[src/rtl/mh2_pkg.sv]
`default_nettype none

package mh2_pkg;

    localparam int unsigned DefMaxKeyBytes = 1024;

    localparam logic [31:0] MIX_MUL     = 32'h5bd1_e995;
    localparam int unsigned MIX_SHIFT   = 24;
    localparam int unsigned FIN_SHIFT_A = 13;
    localparam int unsigned FIN_SHIFT_B = 15;

    localparam int unsigned WORD_W  = 32;
    localparam int unsigned NBYTE_W = 3;
    localparam int unsigned LEN_W   = 11;
    localparam int unsigned PC_W    = 3;

    typedef logic [PC_W-1:0] t_pc;

    // multiplier operand select
    typedef logic [2:0] t_msel;
    localparam t_msel MS_K  = 3'd0;   // k
    localparam t_msel MS_KX = 3'd1;   // k ^ (k >> 24)
    localparam t_msel MS_H  = 3'd2;   // h
    localparam t_msel MS_HT = 3'd3;   // h ^ tail bytes
    localparam t_msel MS_HF = 3'd4;   // h ^ (h >> 13)

    // hash register source
    typedef logic [1:0] t_hsrc;
    localparam t_hsrc HS_MUL  = 2'd0;
    localparam t_hsrc HS_MULK = 2'd1;
    localparam t_hsrc HS_HOLD = 2'd2;

    // sequencing of a microword
    typedef logic [1:0] t_sq;
    localparam t_sq SQ_NEXT = 2'd0;   // go to nxt
    localparam t_sq SQ_LAST = 2'd1;   // go to nxt on last word, else end
    localparam t_sq SQ_EMIT = 2'd2;   // wait for output slot, end

    // microcode addresses
    localparam t_pc UA_KMUL = 3'd0;
    localparam t_pc UA_KMIX = 3'd1;
    localparam t_pc UA_HMIX = 3'd2;
    localparam t_pc UA_TAIL = 3'd3;
    localparam t_pc UA_FIN  = 3'd4;
    localparam t_pc UA_OUT  = 3'd5;

    typedef struct packed {
        t_msel msel;
        logic  wr_k;
        t_hsrc hsrc;
        t_sq   sq;
        logic  emit;
        t_pc   nxt;
    } t_ucode;

    // sequencer to datapath control
    typedef struct packed {
        logic   load;     // input transfer this cycle
        logic   exec;     // microword executes this cycle
        t_ucode uc;
    } t_ctrl;

    function automatic t_ucode ucode_rom(input t_pc pc);
        t_ucode w;
        w = '{msel: MS_K, wr_k: 1'b0, hsrc: HS_HOLD, sq: SQ_EMIT,
              emit: 1'b0, nxt: UA_KMUL};
        unique case (pc)
            UA_KMUL: w = '{msel: MS_K,  wr_k: 1'b1, hsrc: HS_HOLD, sq: SQ_NEXT,
                           emit: 1'b0, nxt: UA_KMIX};
            UA_KMIX: w = '{msel: MS_KX, wr_k: 1'b1, hsrc: HS_HOLD, sq: SQ_NEXT,
                           emit: 1'b0, nxt: UA_HMIX};
            UA_HMIX: w = '{msel: MS_H,  wr_k: 1'b0, hsrc: HS_MULK, sq: SQ_LAST,
                           emit: 1'b0, nxt: UA_FIN};
            UA_TAIL: w = '{msel: MS_HT, wr_k: 1'b0, hsrc: HS_MUL,  sq: SQ_NEXT,
                           emit: 1'b0, nxt: UA_FIN};
            UA_FIN:  w = '{msel: MS_HF, wr_k: 1'b0, hsrc: HS_MUL,  sq: SQ_NEXT,
                           emit: 1'b0, nxt: UA_OUT};
            UA_OUT:  w = '{msel: MS_K,  wr_k: 1'b0, hsrc: HS_HOLD, sq: SQ_EMIT,
                           emit: 1'b1, nxt: UA_KMUL};
            default: w = '{msel: MS_K,  wr_k: 1'b0, hsrc: HS_HOLD, sq: SQ_EMIT,
                           emit: 1'b0, nxt: UA_KMUL};
        endcase
        return w;
    endfunction

endpackage

`default_nettype wire

[src/rtl/mh2_seq.sv]
`default_nettype none

module mh2_seq (
    input  wire logic                        i_clk,
    input  wire logic                        i_rst_n,
    input  wire logic                        i_in_valid,
    input  wire logic [mh2_pkg::NBYTE_W-1:0] i_bytes_valid,
    input  wire logic                        i_last_word,
    input  wire logic                        i_out_free,
    output logic                             o_busy,
    output mh2_pkg::t_ctrl                   o_ctrl
);
    import mh2_pkg::*;

    logic   r_busy, n_busy;
    t_pc    r_pc, n_pc;
    logic   r_last, n_last;
    t_ucode uc;
    logic   accept;
    logic   step_en;
    logic   nb_full;
    logic   nb_zero;

    assign uc      = ucode_rom(r_pc);
    assign accept  = i_in_valid && !r_busy;
    assign nb_full = i_bytes_valid >= NBYTE_W'(4);
    assign nb_zero = i_bytes_valid == '0;
    assign step_en = r_busy && (!uc.emit || i_out_free);

    always_comb begin
        n_busy = r_busy;
        n_pc   = r_pc;
        n_last = r_last;
        if (accept) begin
            n_busy = 1'b1;
            // a short word always ends the key
            n_last = i_last_word || !nb_full;
            priority if (nb_full) begin
                n_pc = UA_KMUL;
            end else if (nb_zero) begin
                n_pc = UA_FIN;
            end else begin
                n_pc = UA_TAIL;
            end
        end else if (step_en) begin
            unique case (uc.sq)
                SQ_NEXT: n_pc = uc.nxt;
                SQ_LAST: begin
                    if (r_last) begin
                        n_pc = uc.nxt;
                    end else begin
                        n_busy = 1'b0;
                    end
                end
                SQ_EMIT: n_busy = 1'b0;
                default: n_busy = 1'b0;
            endcase
        end
    end

    always_ff @(posedge i_clk) begin
        if (!i_rst_n) begin
            r_busy <= 1'b0;
            r_pc   <= UA_KMUL;
            r_last <= 1'b0;
        end else begin
            r_busy <= n_busy;
            r_pc   <= n_pc;
            r_last <= n_last;
        end
    end

    assign o_busy      = r_busy;
    assign o_ctrl.load = accept;
    assign o_ctrl.exec = step_en;
    assign o_ctrl.uc   = uc;

endmodule

`default_nettype wire

[src/rtl/mh2_dp.sv]
`default_nettype none

module mh2_dp #(
    parameter int unsigned MAX_KEY_BYTES = mh2_pkg::DefMaxKeyBytes
) (
    input  wire logic                        i_clk,
    input  wire logic                        i_rst_n,
    input  wire mh2_pkg::t_ctrl              i_ctrl,
    input  wire logic [mh2_pkg::WORD_W-1:0]  i_key_word,
    input  wire logic [mh2_pkg::NBYTE_W-1:0] i_bytes_valid,
    input  wire logic [mh2_pkg::LEN_W-1:0]   i_key_length,
    input  wire logic                        i_seed_wr,
    input  wire logic [mh2_pkg::WORD_W-1:0]  i_seed,
    input  wire logic                        i_out_stall,
    output logic                             o_out_free,
    output logic                             o_out_valid,
    output logic [mh2_pkg::WORD_W-1:0]       o_hash
);
    import mh2_pkg::*;

    localparam logic [WORD_W-1:0] MaxLen = WORD_W'(MAX_KEY_BYTES);

    logic [WORD_W-1:0] r_seed;
    logic [WORD_W-1:0] r_h, n_h;
    logic [WORD_W-1:0] r_k, n_k;
    logic              r_kip;
    logic              r_out_valid;
    logic [WORD_W-1:0] r_out_hash;

    logic [WORD_W-1:0] len_ext;
    logic [WORD_W-1:0] h_start;
    logic [WORD_W-1:0] word_mask;
    logic [WORD_W-1:0] mul_a;
    logic [WORD_W-1:0] prod;
    logic              out_free;

    assign len_ext = {{(WORD_W-LEN_W){1'b0}}, i_key_length};
    assign h_start = r_kip ? r_h : (r_seed ^ ((len_ext > MaxLen) ? MaxLen : len_ext));

    always_comb begin
        unique case (i_bytes_valid)
            3'd1:    word_mask = 32'h0000_00ff;
            3'd2:    word_mask = 32'h0000_ffff;
            3'd3:    word_mask = 32'h00ff_ffff;
            default: word_mask = 32'hffff_ffff;
        endcase
    end

    // one shared constant multiplier
    always_comb begin
        unique case (i_ctrl.uc.msel)
            MS_K:    mul_a = r_k;
            MS_KX:   mul_a = r_k ^ (r_k >> MIX_SHIFT);
            MS_H:    mul_a = r_h;
            MS_HT:   mul_a = r_h ^ r_k;
            MS_HF:   mul_a = r_h ^ (r_h >> FIN_SHIFT_A);
            default: mul_a = r_k;
        endcase
    end

    assign prod = mul_a * MIX_MUL;

    always_comb begin
        n_h = r_h;
        n_k = r_k;
        if (i_ctrl.load) begin
            n_h = h_start;
            n_k = i_key_word & word_mask;
        end else if (i_ctrl.exec) begin
            if (i_ctrl.uc.wr_k) begin
                n_k = prod;
            end
            unique case (i_ctrl.uc.hsrc)
                HS_MUL:  n_h = prod;
                HS_MULK: n_h = prod ^ r_k;
                HS_HOLD: n_h = r_h;
                default: n_h = r_h;
            endcase
        end
    end

    assign out_free = !r_out_valid || !i_out_stall;

    always_ff @(posedge i_clk) begin
        r_h <= n_h;
        r_k <= n_k;
        if (i_ctrl.exec && i_ctrl.uc.emit) begin
            r_out_hash <= r_h ^ (r_h >> FIN_SHIFT_B);
        end
    end

    always_ff @(posedge i_clk) begin
        if (!i_rst_n) begin
            r_seed      <= '0;
            r_kip       <= 1'b0;
            r_out_valid <= 1'b0;
        end else begin
            if (i_seed_wr) begin
                r_seed <= i_seed;
            end
            if (i_ctrl.load) begin
                r_kip <= 1'b1;
            end else if (i_ctrl.exec && i_ctrl.uc.emit) begin
                r_kip <= 1'b0;
            end
            if (i_ctrl.exec && i_ctrl.uc.emit) begin
                r_out_valid <= 1'b1;
            end else if (!i_out_stall) begin
                r_out_valid <= 1'b0;
            end
        end
    end

    assign o_out_free  = out_free;
    assign o_out_valid = r_out_valid;
    assign o_hash      = r_out_hash;

endmodule

`default_nettype wire

[src/rtl/murmur2_hash_32_top.sv]
`default_nettype none

// channel  | direction | handshake                 | payload
// ---------+-----------+---------------------------+----------------------------------------
// in       | sink      | i_in_valid / o_in_stall   | i_key_word, i_bytes_valid, i_key_length,
//          |           |                           | i_last_word
// out      | source    | o_out_valid / i_out_stall | o_hash_value, o_hash_last
// cfg      | sink      | i_cfg_valid / o_cfg_ready | i_seed_value
//
// a full word that does not end the key is loaded, then runs three microcode steps
// (KMUL, KMIX, HMIX), all through the one constant multiplier; a full last word goes
// on through FIN and OUT, a 1..3 byte tail runs TAIL, FIN, OUT and an empty key FIN, OUT
// synchronous active-low reset clears the sequencer, key flag, seed and output valid
// a stalled output only holds the sequencer in its final step; a finished hash waits
// in the output register while the next key word is taken in

module murmur2_hash_32_top #(
    parameter int unsigned MAX_KEY_BYTES = mh2_pkg::DefMaxKeyBytes
) (
    input  wire logic                        i_clk,
    input  wire logic                        i_rst_n,
    // input word transfer
    input  wire logic                        i_in_valid,
    output logic                             o_in_stall,
    input  wire logic [mh2_pkg::WORD_W-1:0]  i_key_word,
    input  wire logic [mh2_pkg::NBYTE_W-1:0] i_bytes_valid,
    input  wire logic [mh2_pkg::LEN_W-1:0]   i_key_length,
    input  wire logic                        i_last_word,
    // hash result transfer
    output logic                             o_out_valid,
    input  wire logic                        i_out_stall,
    output logic [mh2_pkg::WORD_W-1:0]       o_hash_value,
    output logic                             o_hash_last,
    // seed register write
    input  wire logic                        i_cfg_valid,
    output logic                             o_cfg_ready,
    input  wire logic [mh2_pkg::WORD_W-1:0]  i_seed_value
);
    import mh2_pkg::*;

    t_ctrl ctrl;
    logic  busy;
    logic  out_free;

    // step counter and microcode rom
    mh2_seq u_seq (
        .i_clk         (i_clk),
        .i_rst_n       (i_rst_n),
        .i_in_valid    (i_in_valid),
        .i_bytes_valid (i_bytes_valid),
        .i_last_word   (i_last_word),
        .i_out_free    (out_free),
        .o_busy        (busy),
        .o_ctrl        (ctrl)
    );

    // hash and mix registers, shared multiplier, output register
    mh2_dp #(
        .MAX_KEY_BYTES (MAX_KEY_BYTES)
    ) u_dp (
        .i_clk         (i_clk),
        .i_rst_n       (i_rst_n),
        .i_ctrl        (ctrl),
        .i_key_word    (i_key_word),
        .i_bytes_valid (i_bytes_valid),
        .i_key_length  (i_key_length),
        .i_seed_wr     (i_cfg_valid),
        .i_seed        (i_seed_value),
        .i_out_stall   (i_out_stall),
        .o_out_free    (out_free),
        .o_out_valid   (o_out_valid),
        .o_hash        (o_hash_value)
    );

    // one word at a time while the program runs
    assign o_in_stall  = busy;
    // seed writes are always taken
    assign o_cfg_ready = 1'b1;
    // every result closes a key
    assign o_hash_last = 1'b1;

endmodule

`default_nettype wire
[config.mk]
export PLATFORM = sky130hd
export DESIGN_NAME = murmur2_hash_32_top
export DESIGN_NICKNAME = d
export VERILOG_FILES = /design/src/rtl/mh2_pkg.sv /design/src/rtl/mh2_seq.sv /design/src/rtl/mh2_dp.sv /design/src/rtl/murmur2_hash_32_top.sv
export SDC_FILE = /design/constraint.sdc
export NUM_CORES = 1
export LEC_CHECK = 0
export ABC_AREA = 1
export BUFFER_PORTS_ARGS = -buffer_cell sky130_fd_sc_hd__buf_2
export CORE_ASPECT_RATIO = 1.1
export CORE_MARGIN = 4
export CORE_UTILIZATION = 45
export DETAILED_ROUTE_END_ITERATION = 7
export PLACE_DENSITY = 0.63
export SLEW_MARGIN = 20
export SYNTH_ARGS = -nofsm -noshare
export SYNTH_HDL_FRONTEND = slang
export SYNTH_SLANG_ARGS = --single-unit
[constraint.sdc]
create_clock -name i_clk -period 14.1 [get_ports i_clk]
set_input_delay 3.525 -clock i_clk [delete_from_list [all_inputs] [get_ports i_clk]]
set_output_delay 3.525 -clock i_clk [all_outputs]
set_load 0.02 [all_outputs]
Word-level counts from Yosys, hierarchy flattened. Cells that the tools add are included.

Register bits after elaboration: 135. Input port bits: 84. Output and inout port bits: 36.

$mul: 1. $lt $le $gt $ge: 2. Eq/ne operators: 19. Mux-type cells: 25. Bitwise gates (word level): 7. Reductions and logical operators: 24.

Operators by type and width (count): 2-to-1 mux 32 bit (6); one-hot mux 32 bit (4 select lines) (1); one-hot mux 32 bit (3 select lines) (1); XOR 32 bit (3); one-hot mux 12 bit (6 select lines) (1); one-hot mux 32 bit (2 select lines) (1); bitwise AND 32 bit (1); multiplier 32 x 31 -> 32 bit, second input constant (1); XOR 32 x 17 -> 32 bit (1); XOR 32 x 19 -> 32 bit (1); XOR 32 x 8 -> 32 bit (1); == test 3 x 2 -> 1 bit, second input constant (6); 2-to-1 mux 3 bit (5); > comparator 11 bit, second input constant (1); 2-to-1 mux 11 bit (1); == test 3 x 1 -> 1 bit, second input constant (3); == test 3 bit, second input constant (3); AND reduction 3 bit (3); 2-to-1 mux 1 bit (7); logical NOT 3 bit (2); one-hot mux 3 bit (2 select lines) (1); nonzero test 2 bit (3); nonzero test 3 bit (2); logical NOT 1 bit (5); other kinds (11) (18).

Depth between registers and ports, before layout.
Depth in word-level cells: 9. Mapped depth: 41.

Hierarchy. From an unflattened synthesis, not the netlist that was laid out.

Cell total of the unflattened synthesis: 1991. Area total of the unflattened synthesis: 16708.5 µm².

Modules (own cells, without submodules): mh2_dp (instances 1, cells an instance 1921, area an instance 16279.4 µm², seq. area each 3563.4 µm²); mh2_seq (instances 1, cells an instance 67, area an instance 410.4 µm², seq. area each 100.1 µm²); murmur2_hash_32_top (instances 1, cells an instance 3, area an instance 18.8 µm², seq. area each 0.0 µm²).

Worst setup path before layout. No wires, ideal clock.

Path kind: reg2reg. Start: register u_seq.r_pc[0]. End: register u_dp.r_h[28], data pin. Data arrival time: 7.706 ns. Required time: 13.841 ns. Setup slack: 6.135 ns. Stages on the path, launching flop included: 34. Path buffers: 2. Clock period less this slack: 7.965 ns. Cell sequence: dfxtp_1 buf_4 nor2_8 nand2_4 nand3_4 buf_2 o221ai_1 a2111oi_0 fa_1 inv_1 ha_1 inv_1 fa_1 fa_1 fa_1 inv_1 fa_1 fa_1 inv_1 fa_1 inv_1 ha_1 nand2_1 nor4_1 nand3_1 nand3_1 nand3_1 nand2_1 nand3_1 nand2_1 xor2_1 nand2_1 o211ai_1 nand2_1.

Cells in the longest elaborated chain, start to end: 9. Elaborated cells between the ends (all ways): 19. Those cells by class: mul: 1; eq/ne: 10; mux: 5; bitwise: 1; reduce/logical: 2.

RTL lines: start, declared (RTL line mh2_seq.sv:16) `t_pc r_pc, n_pc;`; start signal, assigned (RTL line mh2_seq.sv:68) `r_pc <= n_pc;`; == test 3 bit, or another cell as far along (RTL line mh2_pkg.sv:67) `unique case (pc)`; one-hot mux 12 bit (6 select lines) (*) (RTL line mh2_pkg.sv:67); == test 3 bit, or another cell as far along (RTL line mh2_dp.sv:51) `unique case (i_ctrl.uc.msel)`; one-hot mux 32 bit (4 select lines) (RTL line mh2_dp.sv:51); multiplier 32 x 31 -> 32 bit (RTL line mh2_dp.sv:61) `assign prod = mul_a * MIX_MUL;`; XOR 32 bit (RTL line mh2_dp.sv:75) `HS_MULK: n_h = prod ^ r_k;`; one-hot mux 32 bit (2 select lines) (*) (RTL line mh2_dp.sv:73) `unique case (i_ctrl.uc.hsrc)`; 2-to-1 mux 32 bit (*) (RTL line mh2_dp.sv:69) `end else if (i_ctrl.exec) begin`; 2-to-1 mux 32 bit (*) (RTL line mh2_dp.sv:66) `if (i_ctrl.load) begin`; named net u_dp.n_h[28] (RTL line mh2_dp.sv:24) `logic [WORD_W-1:0] r_h, n_h;`; end signal, assigned (RTL line mh2_dp.sv:85) `r_h <= n_h;`; end, declared (RTL line mh2_dp.sv:24).

Mark *: on every way through the listed nets, which the timed path passes. The rest lies on a longest branch. The select of a mux whose other input is x is not followed. A chain may end at the register's enable or synchronous reset.

Worst setup path after layout. Same ends and word-level chain as after synthesis.

==> flow_metrics.py <==
metrics = {
    "outcome": {
        "outcome": "completed",
    },
    "global_routing": {
        "grt_overflow": 0,
        "grt_pass1_vias": 13540,
        "grt_max_degree": 83,
        "grt_usage_pct": 26.8,
        "grt_pass1_wl_mm": 81.1,
        "antenna_found_initial": 1,
    },
    "logic_synthesis": {
        "synth_simple_gate_area_share_pct": 13.8,
        "ys_warn_count": 0,
        "synthAdderAreaFrac_pct": 38.1,
        "syn_area_sq_um": 16400,
        "yosys_most_used_dff": "edfxtp_1",
        "synth_top_family_by_area": "adder cells",
        "synth_xor_area_share_pct": 3.36,
        "netlist_instances": 1921,
        "synth_edf_count": 96,
        "ys_ff_latch": 135,
        "synth_compound_area_share_pct": 10.5,
        "ys_seq_area_share_pct": 22.3,
        "synth_cell_types": 56,
        "avgSynthCellArea_sq_um": 8.54,
        "synth-async-reset-ratio_pct": 0,
        "muxShareOfSynthArea_pct": 0.0610,
    },
    "worst_setup_path": {
        "r2r_setup_slack_ns": 4.42,
        "critPathRequiredTime_ns": 14.27,
        "path_class": "flop to flop",
        "crit_end": "u_dp.r_h[28]",
        "critPathMaxStageDelay_ns": 0.92,
        "worst_path_max_delay_cell": "dfxtp_1",
        "r2r-start": "u_seq.r_pc[0]",
        "cp-end-kind": "flop",
        "path_max_fanout": 20,
        "critPathArrivalTime_ns": 9.85,
        "r2r_cells": 36,
        "crit_start": "u_seq.r_pc[0]",
        "reg2reg_to": "u_dp.r_h[28]",
        "crit_top_cell": "fa_1",
        "cp-start-kind": "flop",
    },
    "layout": {
        "multiInputGateArea_sq_um": 10800,
        "drive_gt1_share_pct": 9.89,
        "num-fill-cells": 3435,
        "register_area_sq_um": 3660,
        "syn2layout_area_growth_pct": 10.3,
        "layout.nets": 2497,
        "antennaDiodeCount": 0,
    },
    "timing": {
        "max_clock_freq_mhz": 103,
        "slew_violations": 0,
        "worst_clock_skew_ns": 0.0106,
        "slew_headroom_pct": 23.2,
        "setup_viol": 0,
        "finalCriticalPeriod_ns": 9.68,
        "worst_pin_slew_ns": 1.14,
        "hold_violations": 0,
        "fin_setup_tns_ns": 0,
        "grt_setup_unrepaired": "no",
        "fin_crit_sh_pct": 68.6,
    },
    "clock_network": {
        "htreeDepth": 4,
        "clk_pin_slew_ns": 0.07,
        "post-cts-setup-buffer-count": 0,
        "insertion_delay_ns": 0.42,
        "root_buffer": "clkbuf_16",
        "numCtsBuffers": 17,
        "cts.sinks": 135,
        "tritoncts": "yes",
        "clk_path_buf_depth": 2,
        "cts_resized": 0,
        "ctsHoldBuffers": 0,
    },
    "route": {
        "wire_per_inst_um": 20.7,
        "wirelength_mm": 52.3,
        "drc": 0,
        "vias_per_cell": 5.35,
        "drtAntennaViolNets": 0,
        "dr.pass1.iters": 5,
        "vias": 13478,
        "drt_first_iter_violations": 1075,
    },
    "floorplan": {
        "initial_utilization_pct": 45.5,
        "core_region_area_sq_um": 36100,
        "rows": 73,
        "dieArea_sq_um": 39600,
        "boundaryPins": 120,
        "die_width_um": 190,
        "die_h_um": 208,
    },
    "place": {
        "port_buffers": 117,
        "dpl.hpwl_mm": 42.6,
        "gp_congestion": 0.943,
    },
    "flow_run": {
        "cap_violations": 0,
    },
    "min_path": {
        "min_path_type": "flop to flop",
    },
}
registers in the layout, indices dropped and copies added (netlist names):
name,flops
u_dp.o_hash,32
u_dp.o_out_valid,1
u_dp.r_h,32
u_dp.r_k,32
u_dp.r_kip,1
u_dp.r_seed,32
u_seq.o_busy,1
u_seq.r_last,1
u_seq.r_pc,3
layout make-up:
type                    count  share of cell area (%)
clock inverters            11                   0.539
multi-input cells        1284                    59.9
clock buffers              21                    2.73
inverters                 457                    9.49
well taps                 487                    3.37
flip-flops and latches    135                    20.2
repair buffers            125                    3.68
metrics by stage:
stage / setup slack [ns] / cell area (sq um) / util, % / cells / hold slack, ns
finish: 4.42 / 18100 / 50.2 / 2520 / 0.473
global route: 3.84 / 18100 / 50.2 / 2520 / 0.495
CTS: 4.50 / 18100 / 50.2 / 2520 / 0.475
global placement: 4.76 / 17500 / 48.4 / 2487 / 0.455
floorplan: 6.14 / 16400 / - / 1922 / 0.434
detailed placement: 4.55 / 17500 / 48.5 / 2488 / 0.466
synthesized netlist by cell type, types with 3 or more instances:
cell | number | area share, %
inv_2 | 6 | 0.14
buf_2 | 4 | 0.12
a32oi_1 | 4 | 0.21
nand2_1 | 266 | 6.1
nand2_2 | 11 | 0.42
or2_2 | 5 | 0.19
nand3_1 | 84 | 2.6
xnor2_1 | 19 | 1.0
o21ai_1 | 5 | 0.15
nand2_4 | 4 | 0.27
o21ai_0 | 153 | 4.7
o211ai_1 | 8 | 0.37
xor2_1 | 44 | 2.3
edfxtp_1 | 96 | 18
a21o_1 | 4 | 0.18
inv_1 | 448 | 10
ha_1 | 215 | 16
o22ai_1 | 3 | 0.11
nand4_1 | 5 | 0.19
o21a_1 | 5 | 0.23
dfxtp_1 | 39 | 4.8
a21oi_1 | 74 | 2.3
nand3_2 | 5 | 0.31
or2_1 | 3 | 0.11
clkbuf_1 | 32 | 0.73
buf_4 | 5 | 0.23
a211oi_1 | 7 | 0.32
o221ai_1 | 4 | 0.21
nor2_1 | 115 | 2.6
a32o_1 | 6 | 0.37
fa_1 | 178 | 22
nor4_1 | 4 | 0.15
nor3_1 | 8 | 0.24
a31oi_1 | 20 | 0.76
buf_1 | 3 | 0.069
placed cells by master (no fill, tap or decap), drive strengths merged, types with 9 or more instances in the layout:
master	synthesis	layout
clkbuf	32	21
inv	455	463
a31oi	21	21
buf	14	125
a21oi	74	74
edfxtp	96	96
o21ai	158	158
nand2	281	281
nand3	90	90
nor2	119	119
xor2	44	44
xnor2	19	19
ha	215	215
dfxtp	39	39
fa	178	178
nor3	9	9
worst min path at each step:
| stage | cells past startpoint | from | endpoint |
|---|---|---|---|
| after floorplan | 2 | u_dp.r_kip | u_dp.r_kip |
| after global placement | 2 | u_dp.r_seed[0] | u_dp.r_seed[0] |
| after detailed placement | 2 | u_dp.r_seed[0] | u_dp.r_seed[0] |
| after CTS | 2 | u_dp.r_seed[0] | u_dp.r_seed[0] |
| after global routing | 2 | u_dp.r_seed[9] | u_dp.r_seed[9] |
| final | 2 | u_dp.r_seed[9] | u_dp.r_seed[9] |
worst max-delay path: cells and delay by family (launching register included):
kind                       cells  cell delay, ns
buffers and inverters          7            0.96
and+or+nand+nor               14            2.17
DFF                            1            0.92
adders and majority gates      9            3.91
xor gates and xnor gates       1            0.36
AOI/OAI and AO/OA              5            1.09
layer usage:
layer | wire length [um] | vias to the layer above | GRT usage [%]
li1 | - | 6318 | -
met1 | 23500 | 6611 | 39.1
met2 | 24500 | 488 | 43.4
met3 | 3280 | 61 | 2.68
met4 | 1010 | 0 | 5.71
met5 | 0 | - | 0
logic make-up after synthesis:
group	Yosys count
compound gates	304
other cells	1
flops	135
simple gates	521
xor+xnor	63
buf+inv	503
fa+ha+maj	393
mux	1
Power is not shown: default switching activity piles up to over one toggle a cycle in this logic, so the estimate is an artifact.
